[src/hw/rtl/cdq_pkg.sv]
// Package for the circular double-ended queue.
// Holds command and status codes, field widths and the per-word result struct.
// No dependencies.
package cdq_pkg;

  localparam int DataW   = 32;
  localparam int CntW    = 5;
  localparam int CmdW    = 3;
  localparam int CapLimit = 16;
  localparam int InDataW  = 32;
  localparam int OutDataW = 48;

  typedef enum logic [CmdW-1:0] {
    CMD_PUSH_R = 3'd0,
    CMD_PUSH_L = 3'd1,
    CMD_POP_L  = 3'd2,
    CMD_POP_R  = 3'd3,
    CMD_PEEK_L = 3'd4,
    CMD_PEEK_R = 3'd5
  } cmd_t;

  typedef enum logic [1:0] {
    ST_OK    = 2'd0,
    ST_OVER  = 2'd1,
    ST_UNDER = 2'd2
  } status_t;

  // Everything of one result word except the value read from the store.
  typedef struct packed {
    logic            rd_ok;
    status_t         status;
    logic [CntW-1:0] count;
    logic            full;
    logic            empty;
  } meta_t;

endpackage

[src/hw/rtl/cdq_ram.sv]
// Generic single-write, single-read RAM with a registered read port.
// No dependencies.
module cdq_ram #(
  parameter int WIDTH = 32,
  parameter int DEPTH = 16
) (
  input  logic                                 clk,
  input  logic                                 we,
  input  logic [(DEPTH > 1 ? $clog2(DEPTH) : 1)-1:0] waddr,
  input  logic [WIDTH-1:0]                     wdata,
  input  logic                                 re,
  input  logic [(DEPTH > 1 ? $clog2(DEPTH) : 1)-1:0] raddr,
  output logic [WIDTH-1:0]                     rdata
);

  logic [WIDTH-1:0] mem_r [DEPTH];
  logic [WIDTH-1:0] rdata_r;

  always_ff @(posedge clk) begin
    if (we) begin
      mem_r[waddr] <= wdata;
    end
    if (re) begin
      rdata_r <= mem_r[raddr];
    end
  end

  assign rdata = rdata_r;

endmodule

[src/hw/rtl/cdq_ctrl.sv]
// Pointer, occupancy and capacity control of the deque.
// Decodes one command per cycle while fire is high and drives the store's write and read ports.
// Depends on cdq_pkg.
module cdq_ctrl #(
  parameter int DEPTH = 16
) (
  input  logic                                 clk,
  input  logic                                 rst_n,
  input  logic                                 cfg_wr_en,
  input  logic [cdq_pkg::CntW-1:0]             cfg_wdata,
  input  logic                                 fire,
  input  logic [cdq_pkg::CmdW-1:0]             command,
  input  logic [cdq_pkg::DataW-1:0]            data,
  output logic                                 ram_we,
  output logic [(DEPTH > 1 ? $clog2(DEPTH) : 1)-1:0] ram_waddr,
  output logic [cdq_pkg::DataW-1:0]            ram_wdata,
  output logic                                 ram_re,
  output logic [(DEPTH > 1 ? $clog2(DEPTH) : 1)-1:0] ram_raddr,
  output cdq_pkg::meta_t                       meta
);

  localparam int CntW   = cdq_pkg::CntW;
  localparam int AddrW  = (DEPTH > 1) ? $clog2(DEPTH) : 1;
  localparam int CapMax = (DEPTH < cdq_pkg::CapLimit) ? DEPTH : cdq_pkg::CapLimit;
  localparam int PtrW   = (CapMax > 1) ? $clog2(CapMax) : 1;

  logic [CntW-1:0] cap_r, cap_nxt;
  logic [CntW-1:0] occ_r, occ_nxt;
  logic [PtrW-1:0] left_r, left_nxt;
  logic [PtrW-1:0] right_r, right_nxt;

  logic [CntW-1:0] cap_m1;
  logic [PtrW-1:0] home_right;
  logic [PtrW-1:0] left_inc, left_dec, right_inc, right_dec;
  logic            is_full, is_empty;
  logic [CntW-1:0] cfg_cap;
  logic [CntW-1:0] cfg_cap_m1;
  logic            we, re;
  logic [PtrW-1:0] waddr, raddr;
  cdq_pkg::status_t status;

  assign cap_m1     = cap_r - CntW'(1);
  assign home_right = cap_m1[PtrW-1:0];
  assign is_full    = (occ_r >= cap_r);
  assign is_empty   = (occ_r == '0);

  assign left_inc  = (CntW'(left_r) == cap_m1) ? '0 : left_r + PtrW'(1);
  assign left_dec  = (left_r == '0) ? home_right : left_r - PtrW'(1);
  assign right_inc = (CntW'(right_r) == cap_m1) ? '0 : right_r + PtrW'(1);
  assign right_dec = (right_r == '0) ? home_right : right_r - PtrW'(1);

  // Capacity writes of zero become one; large values clamp to the smaller of the store size and CapLimit.
  always_comb begin
    cfg_cap = cfg_wdata;
    if (cfg_wdata == '0) begin
      cfg_cap = CntW'(1);
    end else if (cfg_wdata > CntW'(CapMax)) begin
      cfg_cap = CntW'(CapMax);
    end
    cfg_cap_m1 = cfg_cap - CntW'(1);
  end

  always_comb begin
    left_nxt  = left_r;
    right_nxt = right_r;
    occ_nxt   = occ_r;
    status    = cdq_pkg::ST_OK;
    we        = 1'b0;
    re        = 1'b0;
    waddr     = right_inc;
    raddr     = left_r;
    unique case (cdq_pkg::cmd_t'(command))
      cdq_pkg::CMD_PUSH_R: begin
        if (is_full) begin
          status = cdq_pkg::ST_OVER;
        end else begin
          right_nxt = right_inc;
          waddr     = right_inc;
          we        = 1'b1;
          occ_nxt   = occ_r + CntW'(1);
        end
      end
      cdq_pkg::CMD_PUSH_L: begin
        if (is_full) begin
          status = cdq_pkg::ST_OVER;
        end else begin
          left_nxt = left_dec;
          waddr    = left_dec;
          we       = 1'b1;
          occ_nxt  = occ_r + CntW'(1);
        end
      end
      cdq_pkg::CMD_POP_L: begin
        if (is_empty) begin
          status = cdq_pkg::ST_UNDER;
        end else begin
          re      = 1'b1;
          raddr   = left_r;
          occ_nxt = occ_r - CntW'(1);
          // Popping the last entry sends both pointers home.
          if (occ_r == CntW'(1)) begin
            left_nxt  = '0;
            right_nxt = home_right;
          end else begin
            left_nxt = left_inc;
          end
        end
      end
      cdq_pkg::CMD_POP_R: begin
        if (is_empty) begin
          status = cdq_pkg::ST_UNDER;
        end else begin
          re      = 1'b1;
          raddr   = right_r;
          occ_nxt = occ_r - CntW'(1);
          if (occ_r == CntW'(1)) begin
            left_nxt  = '0;
            right_nxt = home_right;
          end else begin
            right_nxt = right_dec;
          end
        end
      end
      cdq_pkg::CMD_PEEK_L: begin
        if (is_empty) begin
          status = cdq_pkg::ST_UNDER;
        end else begin
          re    = 1'b1;
          raddr = left_r;
        end
      end
      cdq_pkg::CMD_PEEK_R: begin
        if (is_empty) begin
          status = cdq_pkg::ST_UNDER;
        end else begin
          re    = 1'b1;
          raddr = right_r;
        end
      end
      default: begin
      end
    endcase
  end

  assign cap_nxt = cap_r;

  always_ff @(posedge clk) begin
    if (!rst_n) begin
      cap_r   <= CntW'(CapMax);
      occ_r   <= '0;
      left_r  <= '0;
      right_r <= PtrW'(CapMax - 1);
    end else if (cfg_wr_en) begin
      // The capacity only changes while the deque holds nothing.
      if (is_empty) begin
        cap_r   <= cfg_cap;
        left_r  <= '0;
        right_r <= cfg_cap_m1[PtrW-1:0];
      end
    end else if (fire) begin
      cap_r   <= cap_nxt;
      occ_r   <= occ_nxt;
      left_r  <= left_nxt;
      right_r <= right_nxt;
    end
  end

  assign ram_we    = fire & we;
  assign ram_waddr = AddrW'(waddr);
  assign ram_wdata = data;
  assign ram_re    = fire & re;
  assign ram_raddr = AddrW'(raddr);

  assign meta.rd_ok  = re;
  assign meta.status = status;
  assign meta.count  = occ_nxt;
  assign meta.full   = (occ_nxt == cap_r);
  assign meta.empty  = (occ_nxt == '0);

endmodule

[src/hw/rtl/circular_double_ended_queue.sv]
// Top level of the circular double-ended queue: command stream in, one result per command out.
// Depends on cdq_pkg, cdq_ctrl and cdq_ram.
//
//  channel | ports       | contents
//  --------+-------------+------------------------------------------------------
//  in      | in_t*       | tuser: command; tdata: data
//  out     | out_t*      | tdata: value, status, count, full_res, empty_res
//  cfg     | cfg_*       | capacity, taken while the deque is empty
//
// One word is taken every cycle while in_tready is high; its result is registered
// in the stage holding the store's registered read port, then in the output register.
// A stalled output holds the result stage and the stage behind it; in_tready
// drops only when both are occupied.
// Reset is synchronous and clears control state only; the store needs no clearing.
module circular_double_ended_queue #(
  parameter int DEPTH = 16
) (
  input  logic                          clk,
  input  logic                          rst_n,
  input  logic                          in_tvalid,
  output logic                          in_tready,
  input  logic [cdq_pkg::InDataW-1:0]   in_tdata,   // [31:0] data
  input  logic [cdq_pkg::CmdW-1:0]      in_tuser,   // [2:0] command
  output logic                          out_tvalid,
  input  logic                          out_tready,
  // [31:0] value, [33:32] status, [38:34] count, [39] full_res, [40] empty_res,
  // [47:41] zero
  output logic [cdq_pkg::OutDataW-1:0]  out_tdata,
  input  logic                          cfg_wr_en,
  input  logic [cdq_pkg::CntW-1:0]      cfg_wdata
);

  localparam int AddrW = (DEPTH > 1) ? $clog2(DEPTH) : 1;
  localparam int DataW = cdq_pkg::DataW;
  localparam int PadW  = cdq_pkg::OutDataW - DataW - 2 - cdq_pkg::CntW - 2;

  logic             fire;
  logic             ram_we, ram_re;
  logic [AddrW-1:0] ram_waddr, ram_raddr;
  logic [DataW-1:0] ram_wdata, ram_rdata;
  cdq_pkg::meta_t   meta;

  logic             s1_valid_r, s1_valid_nxt;
  cdq_pkg::meta_t   s1_meta_r;
  logic             s1_move;
  logic             out_valid_r, out_valid_nxt;
  logic [cdq_pkg::OutDataW-1:0] out_data_r;
  logic [DataW-1:0] value;

  assign s1_move   = s1_valid_r & (~out_valid_r | out_tready);
  assign in_tready = ~s1_valid_r | s1_move;
  assign fire      = in_tvalid & in_tready;

  cdq_ctrl #(
    .DEPTH(DEPTH)
  ) u_ctrl (
    .clk       (clk),
    .rst_n     (rst_n),
    .cfg_wr_en (cfg_wr_en),
    .cfg_wdata (cfg_wdata),
    .fire      (fire),
    .command   (in_tuser),
    .data      (in_tdata[DataW-1:0]),
    .ram_we    (ram_we),
    .ram_waddr (ram_waddr),
    .ram_wdata (ram_wdata),
    .ram_re    (ram_re),
    .ram_raddr (ram_raddr),
    .meta      (meta)
  );

  cdq_ram #(
    .WIDTH(DataW),
    .DEPTH(DEPTH)
  ) u_store (
    .clk   (clk),
    .we    (ram_we),
    .waddr (ram_waddr),
    .wdata (ram_wdata),
    .re    (ram_re),
    .raddr (ram_raddr),
    .rdata (ram_rdata)
  );

  always_comb begin
    s1_valid_nxt = s1_valid_r;
    if (fire) begin
      s1_valid_nxt = 1'b1;
    end else if (s1_move) begin
      s1_valid_nxt = 1'b0;
    end
    out_valid_nxt = out_valid_r;
    if (s1_move) begin
      out_valid_nxt = 1'b1;
    end else if (out_tready) begin
      out_valid_nxt = 1'b0;
    end
  end

  // The store's read register holds while this stage waits, since reads
  // are issued only for accepted words.
  assign value = s1_meta_r.rd_ok ? ram_rdata : '0;

  always_ff @(posedge clk) begin
    if (!rst_n) begin
      s1_valid_r  <= 1'b0;
      out_valid_r <= 1'b0;
    end else begin
      s1_valid_r  <= s1_valid_nxt;
      out_valid_r <= out_valid_nxt;
    end
  end

  always_ff @(posedge clk) begin
    if (fire) begin
      s1_meta_r <= meta;
    end
    if (s1_move) begin
      out_data_r <= {PadW'(0), s1_meta_r.empty, s1_meta_r.full, s1_meta_r.count,
                     s1_meta_r.status, value};
    end
  end

  assign out_tvalid = out_valid_r;
  assign out_tdata  = out_data_r;

endmodule

[config.mk]
export PLATFORM = sky130hd
export DESIGN_NAME = circular_double_ended_queue
export DESIGN_NICKNAME = d
export VERILOG_FILES = /design/src/hw/rtl/cdq_pkg.sv /design/src/hw/rtl/cdq_ram.sv /design/src/hw/rtl/cdq_ctrl.sv /design/src/hw/rtl/circular_double_ended_queue.sv
export SDC_FILE = /design/constraint.sdc
export NUM_CORES = 1
export LEC_CHECK = 0
export BUFFER_PORTS_ARGS = -buffer_cell sky130_fd_sc_hd__buf_2
export CORE_ASPECT_RATIO = 0.5
export CORE_MARGIN = 1.5
export CORE_UTILIZATION = 40
export CTS_CLUSTER_DIAMETER = 40
export DETAILED_ROUTE_END_ITERATION = 12
export PLACE_DENSITY_LB_ADDON = 0.15
export SYNTH_ARGS = -nofsm -noshare
export SYNTH_HDL_FRONTEND = slang
export SYNTH_SLANG_ARGS = --single-unit
[constraint.sdc]
create_clock -name clk -period 4.6 [get_ports clk]
set_input_delay 0.92 -clock clk [delete_from_list [all_inputs] [get_ports clk]]
set_output_delay 0.92 -clock clk [all_outputs]
set_load 0.005 [all_outputs]
* Yosys cells after proc, flatten, opt, wreduce, memory -nomap -nowiden *
Memory sizes are Yosys's and may differ from the RTL's. A register that Yosys moved wholly into a read port is not among the register bits.
Index checks and enable logic that the tools add are counted.

storage, ports and cells
  flip-flop bits (word level) = 71
  output and inout port bits = 50
  memory bits (writable) = 512
  input port bits = 45
  logic and storage cells = 112
  memories kept = 1

memory list
  memory         depth  width  rd ports  clocked after memory_dff  wr ports  line           text
  u_store.mem_r  16     32     1         1                         1         cdq_ram.sv:16  logic [WIDTH-1:0] mem_r [DEPTH];

cells by class
  bitwise operators = 9
  add/subtract/negate cells = 8
  multiplexer cells = 44
  reductions and logical operators = 19
  $lt $le $gt $ge = 2
  eq/ne operators = 16

operator list
  kind                                                  count
  two-way mux 4 bit                                     24
  one-hot mux 4 bit (3 select lines)                    2
  two-way mux 5 bit                                     4
  zero test 5 bit                                       3
  AND reduction 7 bit                                   2
  != test 3 bit, second input constant                  4
  subtractor 4 x 1 -> 4 bit, second input constant      3
  two-way mux 1 bit                                     11
  == test 4 x 5 -> 1 bit                                2
  one-hot mux 5 bit (2 select lines)                    1
  subtractor 5 x 1 -> 5 bit, second input constant      2
  adder 4 x 1 -> 4 bit, second input constant           2
  zero test 4 bit                                       2
  nonzero test 4 bit                                    2
  == test 3 x 2 -> 1 bit, second input constant         2
  == test 3 bit, second input constant                  2
  != test 3 x 2 -> 1 bit, second input constant         2
  nonzero test 2 bit                                    3
  OR reduction 2 bit                                    3
  adder 5 x 1 -> 5 bit, second input constant           1
  == test 5 x 1 -> 1 bit, second input constant         1
  == test 5 bit                                         1
  >= comparator 5 bit                                   1
  greater-than comparator 5 bit, second input constant  1
  other kinds (10)                                      17

* Depth between registers and ports, before layout *
  word-level depth = 8
  depth in mapped cells = 12
  mapped depth without buffers = 8

* Cells and area by module *
Synthesis repeated with hierarchy kept, for this count alone.

unflattened totals
  cell total of the unflattened synthesis = 1247
  area total of the unflattened synthesis = 24398.4 µm²

modules (own cells, without submodules)
  module                       cells each  area an instance (µm²)  instances  seq. area each (µm²)
  cdq_ram                      838         20155.6                 1          16335.7
  cdq_ctrl                     306         2296.0                  1          360.3
  circular_double_ended_queue  103         1946.9                  1          1571.5

* Worst setup path after synthesis *
Ideal clock, no wire load.

  path kind = register to register
  start = register u_ctrl.cap_r[0], in the netlist u_ctrl.cap_nxt[0]
  end = memory u_store.mem_r[13][0], enable pin
  required time = 4.179 ns
  path buffers = 2
  data arrival time = 3.548 ns
  period minus slack after synthesis = 3.969 ns
  slack = 0.631 ns
  stages on the path, launching flop included = 11
  path through = dfxtp_1 -> clkbuf_1 -> inv_1 -> ha_1 -> xor2_1 -> and2_1 -> o2111ai_1 -> clkbuf_1 -> nor4b_1 -> o21ai_0 -> nor2_1

on the way
  word-level cells in the longest chain between the ends = 6

ends and longest elaborated chain
  item                                                                               line             text
  from (decl)                                                                        cdq_ctrl.sv:27   logic [CntW-1:0] cap_r, cap_nxt;
  from (signal assigned)                                                             cdq_ctrl.sv:149  cap_r <= CntW'(CapMax);
  from (signal assigned)                                                             cdq_ctrl.sv:156  cap_r <= cfg_cap;
  from (signal assigned)                                                             cdq_ctrl.sv:161  cap_r <= cap_nxt;
  parallel branches: the longest is 6 deep, another holds subtractor 5 x 1 -> 5 bit  n/a
  to (decl)                                                                          cdq_ram.sv:16

Several ways; the timed one is not identified.

* Worst setup path in the final report *
  start = register u_ctrl.occ_r[0]
  end = memory u_store.mem_r[11][14], enable pin

on the way
  word-level cells in the longest chain between the ends = 6

ends and longest elaborated chain
  item                                     line                            text
  from (decl)                              cdq_ctrl.sv:28                  logic [CntW-1:0] occ_r, occ_nxt;
  from (signal assigned)                   cdq_ctrl.sv:162                 occ_r <= occ_nxt;
  >= comparator 5 bit *                    cdq_ctrl.sv:44                  assign is_full = (occ_r >= cap_r);
  two-way mux 1 bit                        cdq_ctrl.sv:74, cdq_ctrl.sv:84
  two-way mux 1 bit                        n/a
  bitwise AND 1 bit                        cdq_ctrl.sv:168                 assign ram_we = fire & we;
  two-way mux 1 bit                        cdq_ram.sv:20                   if (we) begin
  two-way mux 1 bit (not written as such)  cdq_ram.sv:21                   mem_r[waddr] <= wdata;

Every way passes the cells marked *; elsewhere a longest branch is shown, timed or not.

==> summary.md <==
| Metric | Value |
|---|---|
| FF-to-FF path depth | `9` |
| Iter 0 DRT Violations | `1000` |
| Top FF cell, synth | `edfxtp_1` |
| Simple-gate portion of the synthesized area | `under 10%` |
| Post-CTS Setup Inserts | `0` |
| Area contributors post-synth | `edfxtp_1 (73%), mux2i_1 (11%), o22ai_1 (3.4%), dfxtp_1 (1.6%), or4_1 (1.0%)` |
| WP buf/inv | `2` |
| Clock Power Share | `between 30 and 40%` |
| Clock Tree Buf Depth | `3` |
| Setup Skew | `~0.023 ns` |
| Dpl cells | `around 2300` |
| CP Data Arrival Time | `approximately 4.4 ns` |
| All-Layer GR Usage | `a little under a fifth` |
| Post-layout min period | `approximately 4.1 ns` |
| CTS Hold Bufs | `0` |
| Commonest non-fill, non-tap cell in the layout | `edfxtp_1` |
| Worst Tran Pin Value | `around 1.2 ns` |
| Post-synthesis async set-or-reset flop share | `0%` |
| Logic pwr share | `under 10%` |
| EDFF count, synth | `between 500 and 600` |
| Fmax | `247 MHz` |
| Final wirelength | `around 59000 um` |
| Multi-input gate area | `~0.006 mm^2` |
| Post-DP HPWL | `between 30000 and 40000 um` |
| Slowest stage cell, crit path | `o21ai_0` |
| Clk_lat worst skew | `~0.63 ns` |
| Worst EP required | `just under 5 ns` |
| Fin worst setup slack | `0.544 ns` |
| Routed length per instance | `24.0 um` |
| Rel. slew slack | `20.3%` |
| Initial antenna violation count | `3` |
| Via count | `~13000` |
| Net Sw Power | `2.81 mW` |
| P_int | `9.18 mW` |
| Mapped Area | `0.0246 mm^2` |
| Slowest cell delay on critical path | `0.72 ns` |
| Finish-stage setup viols | `0` |
| Yosys Warn Count | `0` |
| Clock Sinks | `between 600 and 700` |
| Top Family by Delay on Critical Path | `simple AND/OR/NAND/NOR gates` |
| CTS root buf | `clkbuf_16` |
| Die Span X | `roughly 350 um` |
| First-pass GRT wire length | `about 86000 um` |
| Crit path kind | `reg -> reg` |
| Synth unique cells | `67` |
| Starting density of the core | `40.4%` |
| Reg power frac | `between 50% and 60%` |
| CTS tree | `yes` |
| Largest net degree at the start of global routing | `38` |
| Switching Share | `23.4%` |
| Critical path depth | `9` |
| Adder-cell share of the synthesized area | `less than 1%` |
| Top cell type's share of synthesized area | `72.6%` |
| P&R area growth vs syn | `15.0%` |
| Min-delay worst type | `reg -> reg` |
| Largest family of logic cells by synthesized area | `multiplexers` |
| CORE AREA | `a little over 0.06 mm^2` |
| Synth area leader | `edfxtp_1` |
| H-tree Lvls | `2` |
| PostCTS Resize Cnt | `0` |
| Most frequent cells in the layout | `edfxtp_1 (595), mux2i_1 (264), o22ai_1 (132)` |
| Fin util | `between 40% and 50%` |
| GPL Wtd Cong | `between 0.8 and 0.9` |
| Initial DRT Pass Iterations | `5` |
| Die ar. | `between 0.06 and 0.07 mm^2` |
| Setup crit end kind | `flip-flop` |
| DP Area | `0.0265 mm^2` |
| Setup TNS | `0 ns` |
| Port bufs | `between 80 and 90` |
| Max Cap Violations | `0` |
| Antenna Violating Nets Remaining | `0` |
| Fin crit share | `approximately nine tenths` |
| Power per cell area | `~420 mW/mm^2` |
| Setup repair after global routing missed its margin | `no` |
| Filler cell count | `slightly above 5000` |
| Clk pin slew, worst setup/hold paths | `0.06 ns` |
| Vias in the first global route | `roughly 13000` |
| Fin nets | `1644` |
| # IOs | `95` |
| Grt ovf | `0` |
| DRC viols | `0` |
| Fin area | `0.0283 mm^2` |
| Layout cells sized above 1 | `roughly 16%` |
| Register area | `between 0.015 and 0.02 mm^2` |
| DIE HEIGHT | `roughly 180 um` |
| Final Hold Fails | `0` |
| Worst path cell trace | `inv_1 > ha_1 > nor2b_1 > o22a_1 > nand4_1 > and4_1 > o21ai_0 > nor2_4 > buf_12` |
| CP max FO | `23` |
| Maximum VDD drop | `0.273 mV` |
| Post-synthesis compound-gate area fraction | `under 10%` |
| Leakage | `10.8 nW` |
| Post-Syn Instances | `1470` |
| XOR/XNOR share of the synthesized area | `less than 1%` |
| Pins Over Slew Limit | `0` |
| Hold depth | `0` |
| Synth Register Bits | `around 600` |
| Post-Layout Cell Count | `2460` |
| Critical path startpoint category | `flip-flop` |
| Avg Cell Area, Syn | `about 17 um^2` |
| Status | `completed` |
| Site Rows | `64` |
| DR vias/cell | `between 5 and 6` |
| Sequential cell area fraction in the yosys report | `roughly three quarters` |
| Multiplexer share of the synthesized area | `between 10% and 20%` |
| Post-place setup slack | `roughly 0.57 ns` |
| CTS Buf Count | `58` |
synthesized netlist by cell type (5+ instances only):
cell type,count
ha_1,15
inv_1,23
buf_4,11
buf_2,33
nand4_1,6
dfxtp_1,20
and2_1,36
o22ai_1,132
mux2i_1,265
nor2b_1,8
a211o_1,6
clkbuf_1,40
nand2_1,27
o211ai_1,7
xnor2_1,15
a21oi_1,11
o21ai_0,15
nor3_1,14
nand3_1,12
or4_1,33
a31oi_1,5
nor3b_1,6
nand2b_1,5
nor2_1,47
edfxtp_1,595
path summary, 6_finish.rpt:
kind | from | endpoint | slack, ns
max | u_ctrl.occ_r[0] | u_store.mem_r[11][14] | 0.54
min | s1_meta_r[4] | out_tdata[36] | 0.42
max reg2reg | u_ctrl.occ_r[0] | u_store.mem_r[11][14] | 0.54
min reg2reg | s1_meta_r[4] | out_tdata[36] | 0.42
power groups by stage:
stage	clock network, mW	registers [mW]	logic, mW
3_3_place_gp	0	6.47	0.974
5_1_grt	4.96	6.36	1.08
2_1_floorplan	0	6.44	0.640
4_1_cts	4.75	6.35	0.999
3_5_place_dp	0	6.47	0.997
6_report	4.64	6.35	0.993
flip-flops by register name, summed over array words and instances (netlist names):
signal	cells
out_tdata	41
out_tvalid	1
s1_meta_r	10
s1_valid_r	1
u_ctrl.cap_nxt	5
u_ctrl.left_r	4
u_ctrl.occ_r	5
u_ctrl.right_r	4
u_store.mem_r	512
u_store.rdata	32
area by class of cell:
| cell class | instances | share of cell area (%) |
|---|---|---|
| inverters | 23 | 0.305 |
| well taps | 825 | 3.65 |
| repair buffers | 137 | 3.48 |
| diodes | 3 | 0.0265 |
| multi-input cells | 749 | 21.5 |
| flip-flops and latches | 615 | 64.5 |
| clock buffers | 66 | 5.23 |
| clock inverters | 42 | 1.30 |
worst register-to-register path, stage by stage (launching register included):
cell and delay (ns):
dfxtp_1 0.61, inv_1 0.19, ha_1 0.33, nor2b_1 0.15
o22a_1 0.29, nand4_1 0.47, and4_1 0.43, o21ai_0 0.72
nor2_4 0.27, buf_12 0.29
per-stage QoR:
stage	hold WS (ns)	power [mW]
final	0.419	12.0
after detailed placement	0.406	7.47
after CTS	0.421	12.1
after floorplan	0.400	7.08
after global placement	0.403	7.44
after global routing	0.428	12.4
logic make-up (layout without fill, tap and decap cells):
group / count (synthesis) / in the layout
AO/OA/AOI/OAI: 219 / 219
flip-flops: 615 / 615
buffers and inverters: 112 / 268
multiplexers: 266 / 266
AND/OR/NAND/NOR: 223 / 223
other: 1 / 10
adder cells (fa/ha/maj): 15 / 15
XOR/XNOR: 19 / 19
metal layers:
metal / GRT usage [%] / up-vias / share of wire [%]
li1: - / 6084 / -
met1: 26.6 / 6922 / 47
met2: 29.5 / 316 / 46
met3: 2.98 / 74 / 5.0
met4: 4.40 / 0 / 1.6
met5: 0 / - / 0
No activity file was read; power rests on OpenSTA's default activity.
